===== config.mk =====
export PLATFORM = sky130hd
export DESIGN_NAME = spectrum_magnitude_shift_peak
export DESIGN_NICKNAME = d
export VERILOG_FILES = /design/src/rtl/smsp_pkg.sv /design/src/rtl/smsp_ctrl.sv /design/src/rtl/smsp_datapath.sv /design/src/rtl/spectrum_magnitude_shift_peak.sv
export SDC_FILE = /design/constraint.sdc
export NUM_CORES = 1
export LEC_CHECK = 0
export ABC_AREA = 0
export BUFFER_PORTS_ARGS = -buffer_cell sky130_fd_sc_hd__buf_2
export CORE_MARGIN = 2
export CORE_UTILIZATION = 30
export DETAILED_ROUTE_END_ITERATION = 6
export GPL_TIMING_DRIVEN = 0
export PLACE_DENSITY = 0.43
export SYNTH_ARGS = -nofsm -noshare
export SYNTH_HDL_FRONTEND = slang
export SYNTH_SLANG_ARGS = --single-unit

===== constraint.sdc =====
create_clock -name clk -period 6.3 [get_ports clk]
set_input_delay 0.315 -clock clk [delete_from_list [all_inputs] [get_ports clk]]
set_output_delay 0.315 -clock clk [all_outputs]
set_load 0.02 [all_outputs]

===== src/rtl/smsp_pkg.sv =====
// smsp_pkg: shared widths, limits, controller state and command/status types
// for the spectrum magnitude, shift and peak block. No dependencies.
package smsp_pkg;

    localparam int SAMPLE_W   = 16;
    localparam int IDX_W      = 10;
    localparam int MAG_W      = 16;
    localparam int HALF_W     = 10;
    localparam int MAX_BINS   = 1024;
    localparam int HALF_MAX   = MAX_BINS / 2;
    localparam int RAD_W      = 2 * SAMPLE_W;
    localparam int REM_W      = MAG_W + 2;
    localparam int STEP_W     = $clog2(MAG_W);
    localparam logic [HALF_W-1:0] HALF_RESET = HALF_W'(HALF_MAX);
    localparam logic [STEP_W-1:0] STEP_LAST  = STEP_W'(MAG_W - 1);

    typedef enum logic [5:0] {
        ST_IDLE = 6'b000001,
        ST_SQ_A = 6'b000010,
        ST_SQ_B = 6'b000100,
        ST_SUM  = 6'b001000,
        ST_ROOT = 6'b010000,
        ST_EMIT = 6'b100000
    } state_t;

    typedef struct packed {
        logic capture;
        logic square_a;
        logic square_b;
        logic sum;
        logic root_step;
        logic publish;
    } cmd_t;

    typedef struct packed {
        logic root_last;
        logic out_free;
    } status_t;

endpackage


===== src/rtl/smsp_ctrl.sv =====
// smsp_ctrl: sequencer for one bin: capture, two squarings, sum,
// bit-serial square root, then hand-off to the output register. Uses smsp_pkg.
module smsp_ctrl
    import smsp_pkg::*;
(
    input  logic    clk,
    input  logic    rst_n,
    input  logic    in_valid,
    output logic    in_ready,
    input  status_t status,
    output cmd_t    cmd
);

    state_t state_reg;
    state_t state_next;

    always_ff @(posedge clk or negedge rst_n)
    begin
        if (!rst_n)
        begin
            state_reg <= ST_IDLE;
        end
        else
        begin
            state_reg <= state_next;
        end
    end

    always_comb
    begin
        state_next = state_reg;
        cmd        = '0;
        in_ready   = 1'b0;
        unique case (state_reg)
            ST_IDLE:
            begin
                in_ready = 1'b1;
                if (in_valid)
                begin
                    cmd.capture = 1'b1;
                    state_next  = ST_SQ_A;
                end
            end
            ST_SQ_A:
            begin
                cmd.square_a = 1'b1;
                state_next   = ST_SQ_B;
            end
            ST_SQ_B:
            begin
                cmd.square_b = 1'b1;
                state_next   = ST_SUM;
            end
            ST_SUM:
            begin
                cmd.sum    = 1'b1;
                state_next = ST_ROOT;
            end
            ST_ROOT:
            begin
                cmd.root_step = 1'b1;
                if (status.root_last)
                begin
                    state_next = ST_EMIT;
                end
            end
            ST_EMIT:
            begin
                if (status.out_free)
                begin
                    cmd.publish = 1'b1;
                    state_next  = ST_IDLE;
                end
            end
            default:
            begin
                state_next = ST_IDLE;
            end
        endcase
    end

endmodule


===== src/rtl/smsp_datapath.sv =====
// smsp_datapath: half-size register, bin counter and shift, squaring,
// square-root iteration, running peak and output register. Uses smsp_pkg.
module smsp_datapath
    import smsp_pkg::*;
(
    input  logic                       clk,
    input  logic                       rst_n,
    input  logic                       cfg_wr_en,
    input  logic [HALF_W-1:0]          cfg_wr_data,
    input  logic signed [SAMPLE_W-1:0] re,
    input  logic signed [SAMPLE_W-1:0] im,
    input  cmd_t                       cmd,
    output status_t                    status,
    output logic                       out_valid,
    input  logic                       out_ready,
    output logic [IDX_W-1:0]           bin_index,
    output logic [MAG_W-1:0]           magnitude,
    output logic                       frame_end,
    output logic [IDX_W-1:0]           peak_index,
    output logic [MAG_W-1:0]           peak_magnitude
);

    logic [HALF_W-1:0]   half_reg;
    logic [IDX_W-1:0]    bin_cnt_reg;
    logic [MAG_W-1:0]    peak_val_reg;
    logic [IDX_W-1:0]    peak_pos_reg;

    logic [SAMPLE_W-1:0] a_reg;
    logic [SAMPLE_W-1:0] b_reg;
    logic [RAD_W-1:0]    prod_reg;
    logic [RAD_W-1:0]    rad_reg;
    logic [REM_W-1:0]    rem_reg;
    logic [MAG_W-1:0]    root_reg;
    logic [STEP_W-1:0]   step_reg;
    logic [IDX_W-1:0]    pos_reg;
    logic                end_reg;
    logic                first_reg;

    logic                out_valid_reg;
    logic [IDX_W-1:0]    bin_index_reg;
    logic [MAG_W-1:0]    magnitude_reg;
    logic                frame_end_reg;
    logic [IDX_W-1:0]    peak_index_reg;
    logic [MAG_W-1:0]    peak_magnitude_reg;

    logic [HALF_W-1:0]   half_eff;
    logic [IDX_W:0]      last_bin;
    logic [IDX_W:0]      pos_wide;
    logic                at_end;
    logic [SAMPLE_W-1:0] abs_re;
    logic [SAMPLE_W-1:0] abs_im;
    logic [REM_W+1:0]    rem_sh;
    logic [REM_W+1:0]    trial;
    logic                take;
    logic [MAG_W-1:0]    peak_base;
    logic                new_peak;
    logic [MAG_W-1:0]    peak_val_next;
    logic [IDX_W-1:0]    peak_pos_next;

    always_comb
    begin
        if (half_reg == '0)
        begin
            half_eff = HALF_W'(1);
        end
        else if (half_reg > HALF_W'(HALF_MAX))
        begin
            half_eff = HALF_W'(HALF_MAX);
        end
        else
        begin
            half_eff = half_reg;
        end
        last_bin = {half_eff, 1'b0} - (IDX_W+1)'(1);
        at_end   = ({1'b0, bin_cnt_reg} >= last_bin);
        if ({1'b0, bin_cnt_reg} < (IDX_W+1)'(half_eff))
        begin
            pos_wide = {1'b0, bin_cnt_reg} + (IDX_W+1)'(half_eff);
        end
        else
        begin
            pos_wide = {1'b0, bin_cnt_reg} - (IDX_W+1)'(half_eff);
        end
        abs_re = re[SAMPLE_W-1] ? SAMPLE_W'(-re) : SAMPLE_W'(re);
        abs_im = im[SAMPLE_W-1] ? SAMPLE_W'(-im) : SAMPLE_W'(im);

        rem_sh = {rem_reg, rad_reg[RAD_W-1 -: 2]};
        trial  = {2'b00, root_reg, 2'b01};
        take   = (rem_sh >= trial);

        peak_base = first_reg ? '0 : peak_val_reg;
        new_peak  = (root_reg > peak_base);
        if (new_peak)
        begin
            peak_val_next = root_reg;
            peak_pos_next = pos_reg;
        end
        else
        begin
            peak_val_next = peak_base;
            peak_pos_next = first_reg ? '0 : peak_pos_reg;
        end
    end

    always_ff @(posedge clk or negedge rst_n)
    begin
        if (!rst_n)
        begin
            half_reg      <= HALF_RESET;
            bin_cnt_reg   <= '0;
            peak_val_reg  <= '0;
            peak_pos_reg  <= '0;
            step_reg      <= '0;
            out_valid_reg <= 1'b0;
        end
        else
        begin
            if (cfg_wr_en)
            begin
                half_reg <= cfg_wr_data;
            end
            if (cmd.capture)
            begin
                bin_cnt_reg <= at_end ? '0 : bin_cnt_reg + IDX_W'(1);
            end
            if (cmd.sum)
            begin
                step_reg <= '0;
            end
            else if (cmd.root_step)
            begin
                step_reg <= step_reg + STEP_W'(1);
            end
            if (cmd.publish)
            begin
                peak_val_reg  <= peak_val_next;
                peak_pos_reg  <= peak_pos_next;
                out_valid_reg <= 1'b1;
            end
            else if (out_valid_reg && out_ready)
            begin
                out_valid_reg <= 1'b0;
            end
        end
    end

    always_ff @(posedge clk)
    begin
        if (cmd.capture)
        begin
            a_reg     <= abs_re;
            b_reg     <= abs_im;
            pos_reg   <= pos_wide[IDX_W-1:0];
            end_reg   <= at_end;
            first_reg <= (bin_cnt_reg == '0);
        end
        if (cmd.square_a)
        begin
            prod_reg <= RAD_W'(a_reg) * RAD_W'(a_reg);
        end
        if (cmd.square_b)
        begin
            rad_reg  <= prod_reg;
            prod_reg <= RAD_W'(b_reg) * RAD_W'(b_reg);
        end
        if (cmd.sum)
        begin
            rad_reg  <= rad_reg + prod_reg;
            rem_reg  <= '0;
            root_reg <= '0;
        end
        if (cmd.root_step)
        begin
            rad_reg <= {rad_reg[RAD_W-3:0], 2'b00};
            if (take)
            begin
                rem_reg  <= REM_W'(rem_sh - trial);
                root_reg <= {root_reg[MAG_W-2:0], 1'b1};
            end
            else
            begin
                rem_reg  <= rem_sh[REM_W-1:0];
                root_reg <= {root_reg[MAG_W-2:0], 1'b0};
            end
        end
        if (cmd.publish)
        begin
            bin_index_reg      <= pos_reg;
            magnitude_reg      <= root_reg;
            frame_end_reg      <= end_reg;
            peak_index_reg     <= end_reg ? peak_pos_next : '0;
            peak_magnitude_reg <= end_reg ? peak_val_next : '0;
        end
    end

    assign status.root_last = (step_reg == STEP_LAST);
    assign status.out_free  = !out_valid_reg || out_ready;

    assign out_valid      = out_valid_reg;
    assign bin_index      = bin_index_reg;
    assign magnitude      = magnitude_reg;
    assign frame_end      = frame_end_reg;
    assign peak_index     = peak_index_reg;
    assign peak_magnitude = peak_magnitude_reg;

endmodule


===== src/rtl/spectrum_magnitude_shift_peak.sv =====
// spectrum_magnitude_shift_peak: top level, joins smsp_ctrl and smsp_datapath.
// Depends on smsp_pkg, smsp_ctrl, smsp_datapath.
//
//   channel  | handshake             | payload
//   ---------+-----------------------+---------------------------------------------
//   input    | in_valid / in_ready   | re, im
//   output   | out_valid / out_ready | bin_index, magnitude, frame_end, peak_*
//   config   | cfg_wr_en             | cfg_wr_data (half_size)
//
// After acceptance a transaction passes through two squarings, one after the other, a sum,
// 16 square-root steps of one bit each, then the hand-off to the result register. The
// sequencer returns to idle after the hand-off, and there the next transaction is accepted.
// in_ready is high only while the sequencer is idle; the output register holds a
// result while the next bin is already being worked on, and a stalled output holds
// the sequencer before publishing. Reset sets half_size to 512, clears the counter
// and the peak, and leaves the output empty.
module spectrum_magnitude_shift_peak
    import smsp_pkg::*;
(
    input  logic                       clk,
    input  logic                       rst_n,
    input  logic                       cfg_wr_en,
    input  logic [HALF_W-1:0]          cfg_wr_data,
    input  logic                       in_valid,
    output logic                       in_ready,
    input  logic signed [SAMPLE_W-1:0] re,
    input  logic signed [SAMPLE_W-1:0] im,
    output logic                       out_valid,
    input  logic                       out_ready,
    output logic [IDX_W-1:0]           bin_index,
    output logic [MAG_W-1:0]           magnitude,
    output logic                       frame_end,
    output logic [IDX_W-1:0]           peak_index,
    output logic [MAG_W-1:0]           peak_magnitude
);

    cmd_t    cmd;
    status_t status;

    smsp_ctrl u_ctrl (
        .clk      (clk),
        .rst_n    (rst_n),
        .in_valid (in_valid),
        .in_ready (in_ready),
        .status   (status),
        .cmd      (cmd)
    );

    smsp_datapath u_datapath (
        .clk            (clk),
        .rst_n          (rst_n),
        .cfg_wr_en      (cfg_wr_en),
        .cfg_wr_data    (cfg_wr_data),
        .re             (re),
        .im             (im),
        .cmd            (cmd),
        .status         (status),
        .out_valid      (out_valid),
        .out_ready      (out_ready),
        .bin_index      (bin_index),
        .magnitude      (magnitude),
        .frame_end      (frame_end),
        .peak_index     (peak_index),
        .peak_magnitude (peak_magnitude)
    );

endmodule

==> results of run 1 <==
## metal layers
layer / global-route usage / vias up
met3: 0.0195 / 82
met2: 0.280 / 261
met5: 0 / -
met1: 0.207 / 10200
met4: 0.0373 / 0
li1: - / 10300
## repair_timing
item | 4_1_cts | 5_1_grt
resized for setup | 160 | 76
setup buffers | 76 | 17
hold buffers | 14 | 0
endpoints found under the hold margin | 68 | 0
pin swaps | 70 | 55
endpoints found under the setup margin | 20 | 14
## worst max path at each step
stage                                   endpoint  cells past startpoint  slack [ns]                            from
3_5_place_dp   u_datapath.prod_reg[30]$_DFFE_PP_                     23       -1.32  u_datapath.a_reg[14]$_DFFE_PP_
2_1_floorplan  u_datapath.prod_reg[29]$_DFFE_PP_                     26       -0.06   u_datapath.b_reg[3]$_DFFE_PP_
4_1_cts        u_datapath.prod_reg[29]$_DFFE_PP_                     25       -0.38   u_datapath.b_reg[2]$_DFFE_PP_
5_1_grt        u_datapath.prod_reg[30]$_DFFE_PP_                     24       -0.60   u_datapath.b_reg[9]$_DFFE_PP_
6_report       u_datapath.prod_reg[29]$_DFFE_PP_                     25       -0.33   u_datapath.b_reg[1]$_DFFE_PP_
3_3_place_gp   u_datapath.prod_reg[30]$_DFFE_PP_                     23       -1.32  u_datapath.a_reg[14]$_DFFE_PP_
## logic make-up after synthesis
logic type / count (synthesis) / share of synthesized area
AOI/OAI and AO/OA: 502 / 0.113
xor gates and xnor gates: 157 / 0.0480
adders and majority gates: 629 / 0.360
buffers and inverters: 658 / 0.0861
DFF: 251 / 0.252
muxes: 41 / 0.0148
and+or+nand+nor: 755 / 0.126
## synthesized netlist by cell type, types with 16 or more instances
cell type,n,share of area
inv_1,567,0.074
fa_1,327,0.23
ha_1,302,0.13
nand2_1,302,0.040
edfxtp_1,192,0.20
a21oi_1,142,0.025
nor2_1,142,0.019
o21ai_0,118,0.021
xnor2_1,109,0.033
and2_1,103,0.022
clkbuf_1,86,0.011
a21o_1,60,0.016
dfrtp_1,55,0.048
xor2_1,48,0.015
nand3_1,39,0.0068
nand2b_1,37,0.0081
mux2i_1,31,0.011
a22o_1,26,0.0079
nor3_1,26,0.0045
nor2b_1,21,0.0046
o21bai_1,19,0.0050
a31oi_1,18,0.0039
a211oi_1,16,0.0042
## metrics by stage
step | std cells | TNS [ns] | setup slack (ns) | hold WS [ns]
2_1_floorplan | 2993 | -0.0614 | -0.0614 | 0.0194
3_3_place_gp | 4359 | -23.58 | -1.32 | 0.479
3_5_place_dp | 4361 | -12.69 | -1.32 | 0.347
4_1_cts | 4510 | -2.14 | -0.375 | 0.0235
5_1_grt | 4523 | -4.15 | -0.600 | 0.0396
6_report | 4524 | -1.53 | -0.327 | 0.0506
## layout make-up
class	count	area (um2)	share of cell area
sequential	251	7230	0.215
clock buffer	42	911	0.0271
inverter	568	2140	0.0635
multi-input combinational	2084	19500	0.580
antenna	1	2.50	0.0000743
clock inverter	20	203	0.00602
timing repair buffer	207	1440	0.0427
buffer	86	617	0.0183
tap	1265	1580	0.0470
## critical path, cell delays in order, from the launching register on
cell and delay (ns):
edfxtp_1 0.44, clkbuf_8 0.18, clkbuf_16 0.17, nand2_4 0.08
inv_1 0.05, fa_1 0.48, inv_1 0.05, fa_1 0.54
inv_1 0.05, fa_2 0.54, fa_2 0.43, fa_1 0.50
inv_1 0.06, fa_1 0.47, inv_1 0.07, ha_4 0.27
o21a_1 0.10, o21bai_1 0.16, nand2_1 0.09, o221a_4 0.14
a221o_1 0.34, a21o_1 0.20, a311o_1 0.39, a41o_1 0.23
o211ai_1 0.17, o211ai_1 0.15
==> results_dict.tcl, run 1 <==
set metrics [dict create \
    r2r_setup_slack_ns -0.33 \
    port_buffers 101 \
    hold_end "u_datapath.half_reg[0]$_DFFE_PN0P_" \
    final_util 0.355 \
    fp.dieArea_um2 98100 \
    cts_sinks 251 \
    min-delay-start "cfg_wr_en" \
    wl_um 76600 \
    r2r-end "u_datapath.prod_reg[29]$_DFFE_PP_" \
    crit_type "reg2reg" \
    insertion_delay_ns 0.55 \
    syn_avg_cell_area_um2 9.58 \
    synth_seq_cells 251 \
    final_common_cell "inv_1" \
    drv_cap 0 \
    vias 20800 \
    largest_register_ffs 32 \
    critPathLaunchType "register" \
    grt_max_degree 58 \
    dpl.hpwl_um 60200 \
    core_area_um2 94900 \
    slew_headroom 0.266 \
    hold_path_class "in2reg" \
    ant_nets 0 \
    worst_slew_pin_slew_ns 1.09 \
    required_ns 6.57 \
    min_path_cells 2 \
    slew_viol_final 0 \
    grt_pass1_wl_um 123000 \
    die_x_um 313 \
    final_area_um2 33700 \
    rsz0062_at_grt "yes" \
    start_util 0.302 \
    cts-root-buf "clkbuf_16" \
    post-route-drc-count 0 \
    layout_common_cells "inv_1, fa_1, nand2_1" \
    layout-drive-gt1-share 0.135 \
    clk_path_buf_depth 3 \
    met3_length_um 2770 \
    first_global_vias 22300 \
    clkTransAtPathRegs_ns 0.06 \
    endpoint_kind "register" \
    antenna_found_initial 2 \
    setup_viol 8 \
    dr.first_iter.drc_count 1039 \
    finClkSkew_ns 0.0209 \
    n_fill_cell 9786 \
    synth-main-ff-cell "edfxtp_1" \
    routedWlPerCell_um 16.9 \
    async_flop_share 0.227 \
    wl_met1_um 34400 \
    reg2regPathDepth 25 \
    gp_congestion 0.831 \
    fin_crit_sh 1.05 \
    drt_pre_antenna_iters 5 \
    nets 3908 \
    synth_edf_count 192 \
    wl_met2_um 37500 \
    via_per_inst 4.61 \
    netlist_instances 2993 \
    gr-usage-all-layers 0.159 \
    arrival_ns 6.90 \
    highest-signal-layer "met4" \
    syn-num-nets 3669 \
    crit_fanout 10 \
    yosys_warnings 0 \
    area_delta_synth_final_pct 17.4 \
    hold_viol_final 0 \
    cts_buffers 34 \
    post-route-min-period_ns 6.63 \
    violations "negative setup slack" \
    ys_seq_area_frac 0.252 \
    syn_area_um2 28700 \
    die_y_um 313 \
    grt.overflow.total 0 \
    timing.final.ws_setup_ns -0.327 \
    cts_tree "done" \
    htreeDepth 2 \
    io_pins 102 \
    placed_area_um2 30900 \
    rows 113 \
    r2r_start "u_datapath.b_reg[1]$_DFFE_PP_" \
    status "finished, violations left" \
    synth_cell_type_count 76 \
    clock.fmax_mhz 151 \
]
Power of run 1 is not shown: default switching activity piles up to over one toggle a cycle in this logic, so the estimate is an artifact.
==> inputs of run 2 (changes only) <==
--- a/config.mk
+++ b/config.mk
@@ -8,10 +8,10 @@
 export ABC_AREA = 0
 export BUFFER_PORTS_ARGS = -buffer_cell sky130_fd_sc_hd__buf_2
 export CORE_MARGIN = 2
-export CORE_UTILIZATION = 30
+export CORE_UTILIZATION = 45
 export DETAILED_ROUTE_END_ITERATION = 6
 export GPL_TIMING_DRIVEN = 0
-export PLACE_DENSITY = 0.43
+export PLACE_DENSITY = 0.6
 export SYNTH_ARGS = -nofsm -noshare
 export SYNTH_HDL_FRONTEND = slang
 export SYNTH_SLANG_ARGS = --single-unit
==> run 2 against run 1 <==
Compared with the run above: the flow still finishes with violations (negative setup slack); clock-buffer cell count unchanged; clock skew decreased by 0.00067 ns; sequential share of layout area increased by 0.51 points; first-iteration DRC count increased by 8.2%; fmax decreased by 0.24%; sequential cell count unchanged; critical endpoint is now u_datapath.prod_reg[30]$_DFFE_PP_; global-route usage increased by 5.6 points; utilization increased by 17 points; setup slack got worse by 0.016 ns; die area decreased by 33%; highest routed layer unchanged; critical path depth increased by 1; largest cell class unchanged.
==> results_dict.tcl, run 2 (synthesized netlist as in run 1, its figures left out) <==
set metrics [dict create \
    required_ns 6.61 \
    crit_type "reg2reg" \
    reg2regPathDepth 26 \
    post-route-drc-count 0 \
    clock.fmax_mhz 151 \
    cts_buffers 30 \
    first_global_vias 23100 \
    hold_viol_final 0 \
    cts-root-buf "clkbuf_16" \
    dp.cells 3943 \
    grt.overflow.total 0 \
    regArea_um2 7230 \
    clk_path_buf_depth 3 \
    layout-drive-gt1-share 0.124 \
    wl_um 69700 \
    endpoint_kind "register" \
    drt_pre_antenna_iters 7 \
    start_util 0.454 \
    timing.final.ws_setup_ns -0.343 \
    final_common_cell "inv_1" \
    min_path_cells 2 \
    crit_top_cell "fa_1" \
    multiInputGateArea_um2 19400 \
    clkTransAtPathRegs_ns 0.06 \
    nets 3899 \
    routedWlPerCell_um 17.0 \
    n_fill_cell 5848 \
    insertion_delay_ns 0.59 \
    cp_slowest_stage_delay_ns 0.54 \
    core_area_um2 63100 \
    cts_sinks 251 \
    slew_viol_final 0 \
    finClkSkew_ns 0.0203 \
    antenna_found_initial 0 \
    rsz0062_at_grt "yes" \
    status "finished, violations left" \
    r2r_start "u_datapath.b_reg[2]$_DFFE_PP_" \
    gr-usage-all-layers 0.215 \
    fp.dieArea_um2 65700 \
    critPathLaunchType "register" \
    fin_cells 4093 \
    setup_viol 9 \
    dr.first_iter.drc_count 1124 \
    placed_area_um2 30400 \
    diodes 0 \
    arrival_ns 6.95 \
    fin_crit_sh 1.05 \
    layout_common_cells "inv_1, fa_1, nand2_1" \
    hold_path_class "in2reg" \
    area_delta_synth_final_pct 14.7 \
    vias 21600 \
    min-delay-start "im[11]" \
    crit_fanout 5 \
    hold_ws_ns 0.0360 \
    io_pins 102 \
    worst_slew_pin_slew_ns 1.15 \
    r2r-end "u_datapath.prod_reg[30]$_DFFE_PP_" \
    violations "negative setup slack" \
    slew_headroom 0.226 \
    port_buffers 101 \
    grt_pass1_wl_um 115000 \
    post-route-min-period_ns 6.64 \
    htreeDepth 1 \
    r2r_setup_slack_ns -0.34 \
    hold_end "u_datapath.b_reg[11]$_DFFE_PP_" \
    ant_nets 0 \
    die_x_um 256 \
    grt_max_degree 58 \
    largest_register_ffs 32 \
    final_area_um2 32900 \
    dpl.hpwl_um 54600 \
    die_y_um 256 \
    rows 92 \
    cts_tree "done" \
    slowest_stage "fa_1" \
    gp_congestion 0.891 \
    via_per_inst 5.27 \
    drv_cap 0 \
]
[run 2: how the worst max path moves through the flow]
stage	start	end	cells after the start
floorplan	u_datapath.b_reg[3]$_DFFE_PP_	u_datapath.prod_reg[29]$_DFFE_PP_	26
finish	u_datapath.b_reg[2]$_DFFE_PP_	u_datapath.prod_reg[30]$_DFFE_PP_	26
detailed placement	u_datapath.a_reg[11]$_DFFE_PP_	u_datapath.prod_reg[30]$_DFFE_PP_	22
global route	u_datapath.b_reg[2]$_DFFE_PP_	u_datapath.prod_reg[30]$_DFFE_PP_	26
global placement	u_datapath.a_reg[11]$_DFFE_PP_	u_datapath.prod_reg[30]$_DFFE_PP_	22
CTS	u_datapath.b_reg[2]$_DFFE_PP_	u_datapath.prod_reg[29]$_DFFE_PP_	25
[run 2: repair_timing]
| action | in CTS | in global routing |
|---|---|---|
| endpoints found under the setup margin | 18 | 15 |
| resized for setup | 117 | 78 |
| hold buffers | 15 | 1 |
| pin swaps | 45 | 60 |
| setup buffers | 63 | 20 |
| hold endpoints to repair | 13 | 55 |
[run 2: worst max-delay path, delay by kind of cell (launching register included)]
family	cells	cell delay, ns
fa+ha+maj	7	3.04
simple gates	6	0.63
buf+inv	7	0.72
flops	1	0.47
compound gates	4	1.08
mux	1	0.20
xor+xnor	1	0.19
[run 2: area by class of cell]
class                           count  area share
Clock buffer                       42      0.0270
Multi-Input combinational cell   2084       0.591
Timing Repair Buffer              201      0.0423
Clock inverter                     14     0.00590
Tap cell                          846      0.0322
Sequential cell                   251       0.220
Inverter                          568      0.0648
Buffer                             87      0.0173
[run 2: through the flow]
| step | TNS [ns] | utilization | worst slack (ns) |
|---|---|---|---|
| 6_report | -2.03 | 0.521 | -0.343 |
| 4_1_cts | -2.22 | 0.515 | -0.382 |
| 2_1_floorplan | -0.0614 | - | -0.0614 |
| 3_5_place_dp | -9.63 | 0.482 | -1.06 |
| 5_1_grt | -4.36 | 0.521 | -0.596 |
| 3_3_place_gp | -9.19 | 0.481 | -1.06 |
[run 2: metal layers]
metal | up-vias | track usage | wire length, um
li1 | 10200 | - | -
met1 | 10700 | 0.267 | 29200
met2 | 504 | 0.389 | 34800
met3 | 124 | 0.0249 | 3370
met4 | 0 | 0.0683 | 2260
met5 | - | 0 | 0
Power of run 2 is left out for the same reason.
==> inputs of run 3 (changes only) <==
--- a/config.mk
+++ b/config.mk
@@ -7,11 +7,14 @@
 export LEC_CHECK = 0
 export ABC_AREA = 0
 export BUFFER_PORTS_ARGS = -buffer_cell sky130_fd_sc_hd__buf_2
+export CELL_PAD_IN_SITES_DETAIL_PLACEMENT = 1
+export CELL_PAD_IN_SITES_GLOBAL_PLACEMENT = 1
 export CORE_MARGIN = 2
 export CORE_UTILIZATION = 45
 export DETAILED_ROUTE_END_ITERATION = 6
 export GPL_TIMING_DRIVEN = 0
-export PLACE_DENSITY = 0.6
+export PLACE_DENSITY = 0.74
+export RECOVER_POWER = 25
 export SYNTH_ARGS = -nofsm -noshare
 export SYNTH_HDL_FRONTEND = slang
 export SYNTH_SLANG_ARGS = --single-unit
==> run 3 against run 2 <==
Compared with the run above: the run ends with design-rule violations, max-capacitance violations, max-slew violations, negative setup slack left; die area unchanged; design area grew 0.88%; sequential cell count stayed put; global-route usage increased by 3.4 points; register-to-register slack worse by 0.11 ns; setup slack worse by 0.11 ns; fmax is 1.6% lower; non-clock buffer count increased by 14; sequential share of layout area is 0.19 points lower; utilization grew 0.46 points.
==> results_dict.tcl, run 3 (synthesized netlist as in run 1, its figures left out) <==
set metrics [dict create \
    cts_buffers 30 \
    layout_common_cells "inv_1, fa_1, ha_1" \
    crit_chain "buf_6 -> buf_4 -> nand2_4 -> inv_1 -> fa_1 -> inv_2 -> fa_1 -> inv_1 -> fa_2 -> fa_1 -> fa_1 -> inv_2 -> fa_1 -> inv_2 -> ha_4 -> a21oi_2 -> nand2_2 -> o221a_4 -> a221o_1 -> a21o_1 -> a311o_1 -> a41o_1 -> o211ai_1 -> o211ai_1" \
    min_path_cells 2 \
    endpoint_kind "register" \
    clock.fmax_mhz 148 \
    port_buffers 101 \
    grt.overflow.total 0 \
    core_area_um2 63100 \
    finClkSkew_ns 0.0315 \
    start_util 0.454 \
    setup_viol 9 \
    reg2regPathDepth 24 \
    grt_pass1_wl_um 132000 \
    rsz0062_at_grt "yes" \
    hold_ws_ns 0.0282 \
    post-route-drc-count 1 \
    r2r-end "u_datapath.prod_reg[29]$_DFFE_PP_" \
    fin_crit_sh 1.07 \
    required_ns 6.61 \
    hold_viol_final 0 \
    timing.final.ws_setup_ns -0.451 \
    hold_end "u_datapath.b_reg[15]$_SDFFCE_PN0P_" \
    n_fill_cell 7148 \
    cts_tree "done" \
    cts-root-buf "clkbuf_16" \
    slew_viol_final 58 \
    first_global_vias 25600 \
    drv_cap 1 \
    slowest_stage "fa_1" \
    io_pins 102 \
    dpl.hpwl_um 62500 \
    die_x_um 256 \
    wl_um 81300 \
    gr-usage-all-layers 0.249 \
    fp.dieArea_um2 65700 \
    final_common_cell "inv_1" \
    clk_path_buf_depth 3 \
    drt_pre_antenna_iters 7 \
    routedWlPerCell_um 19.8 \
    nets 3913 \
    worst_slew_pin_slew_ns 3.37 \
    htreeDepth 1 \
    cp_slowest_stage_delay_ns 0.55 \
    ant_nets 0 \
    dr.first_iter.drc_count 1035 \
    vias 22300 \
    insertion_delay_ns 0.60 \
    critPathLaunchType "register" \
    diodes 0 \
    r2r_start "u_datapath.b_reg[5]$_DFFE_PP_" \
    crit_type "reg2reg" \
    crit_fanout 3 \
    cts_sinks 251 \
    antenna_found_initial 0 \
    via_per_inst 5.42 \
    die_y_um 256 \
    grt_max_degree 58 \
    post-route-min-period_ns 6.75 \
    rows 92 \
    min-delay-start "im[14]" \
    violations "design-rule violations, max-capacitance violations, max-slew violations, negative setup slack" \
    largest_register_ffs 32 \
    gp_congestion 0.880 \
    layout-drive-gt1-share 0.136 \
    status "finished, violations left" \
    slew_headroom -1.25 \
    area_delta_synth_final_pct 15.7 \
    crit_top_cell "fa_1" \
    hold_path_class "in2reg" \
    r2r_setup_slack_ns -0.45 \
    arrival_ns 7.06 \
    clkTransAtPathRegs_ns 0.06 \
]
-- run 3: stage by stage --
step / cells / setup TNS (ns) / worst slack [ns] / area [um2] / utilization
floorplan: 2993 / -0.0614 / -0.0614 / 28800 / -
global placement: 3940 / -9.29 / -1.00 / 30300 / 0.481
detailed placement: 3943 / -12.47 / -1.23 / 30400 / 0.482
CTS: 4088 / -1.72 / -0.408 / 32800 / 0.520
global route: 4107 / -5.23 / -0.651 / 33200 / 0.526
finish: 4107 / -2.74 / -0.451 / 33200 / 0.526
-- run 3: layout make-up --
cell class / instances / area (um2) / area share
multi-input cells: 2084 / 19600 / 0.591
flip-flops and latches: 251 / 7230 / 0.218
inverters: 568 / 2130 / 0.0643
repair buffers: 216 / 1470 / 0.0443
well taps: 846 / 1060 / 0.0319
clock buffers: 36 / 805 / 0.0242
plain buffers: 86 / 626 / 0.0189
clock inverters: 20 / 244 / 0.00735
-- run 3: how the worst max path moves through the flow --
stage                                            start                           endpoint  slack, ns  cells after the start
finish                   u_datapath.b_reg[5]$_DFFE_PP_  u_datapath.prod_reg[29]$_DFFE_PP_      -0.45                     24
CTS                      u_datapath.b_reg[9]$_DFFE_PP_  u_datapath.prod_reg[29]$_DFFE_PP_      -0.41                     25
detailed placement       u_datapath.a_reg[5]$_DFFE_PP_  u_datapath.prod_reg[31]$_DFFE_PP_      -1.23                     24
global placement    u_datapath.a_reg[15]$_SDFFCE_PN0P_  u_datapath.prod_reg[30]$_DFFE_PP_      -1.00                     22
global route             u_datapath.b_reg[4]$_DFFE_PP_  u_datapath.prod_reg[29]$_DFFE_PP_      -0.65                     24
floorplan                u_datapath.b_reg[3]$_DFFE_PP_  u_datapath.prod_reg[29]$_DFFE_PP_      -0.06                     26
-- run 3: what timing repair did --
| item | 4_1_cts | 5_1_grt |
|---|---|---|
| resized for setup | 194 | 86 |
| pin swaps | 90 | 76 |
| hold endpoints to repair | 13 | 55 |
| buffers inserted | 80 | 23 |
| endpoints found under the setup margin | 19 | 14 |
| hold buffers | 13 | 1 |
-- run 3: worst max-delay path, delay by kind of cell (launching register included) --
kind                       cells  cell delay, ns
adders and majority gates      7            3.40
AOI/OAI and AO/OA              8            1.92
buffers and inverters          7            0.56
DFF                            1            0.44
and+or+nand+nor                2            0.15
-- run 3: metal layers --
metal | global-route usage | routed length (um) | vias up
met3 | 0.0251 | 3150 | 172
li1 | - | - | 10300
met4 | 0.0869 | 2850 | 0
met5 | 0 | 0 | -
met1 | 0.291 | 32600 | 11400
met2 | 0.471 | 42700 | 453
Power of run 3 is left out for the same reason.
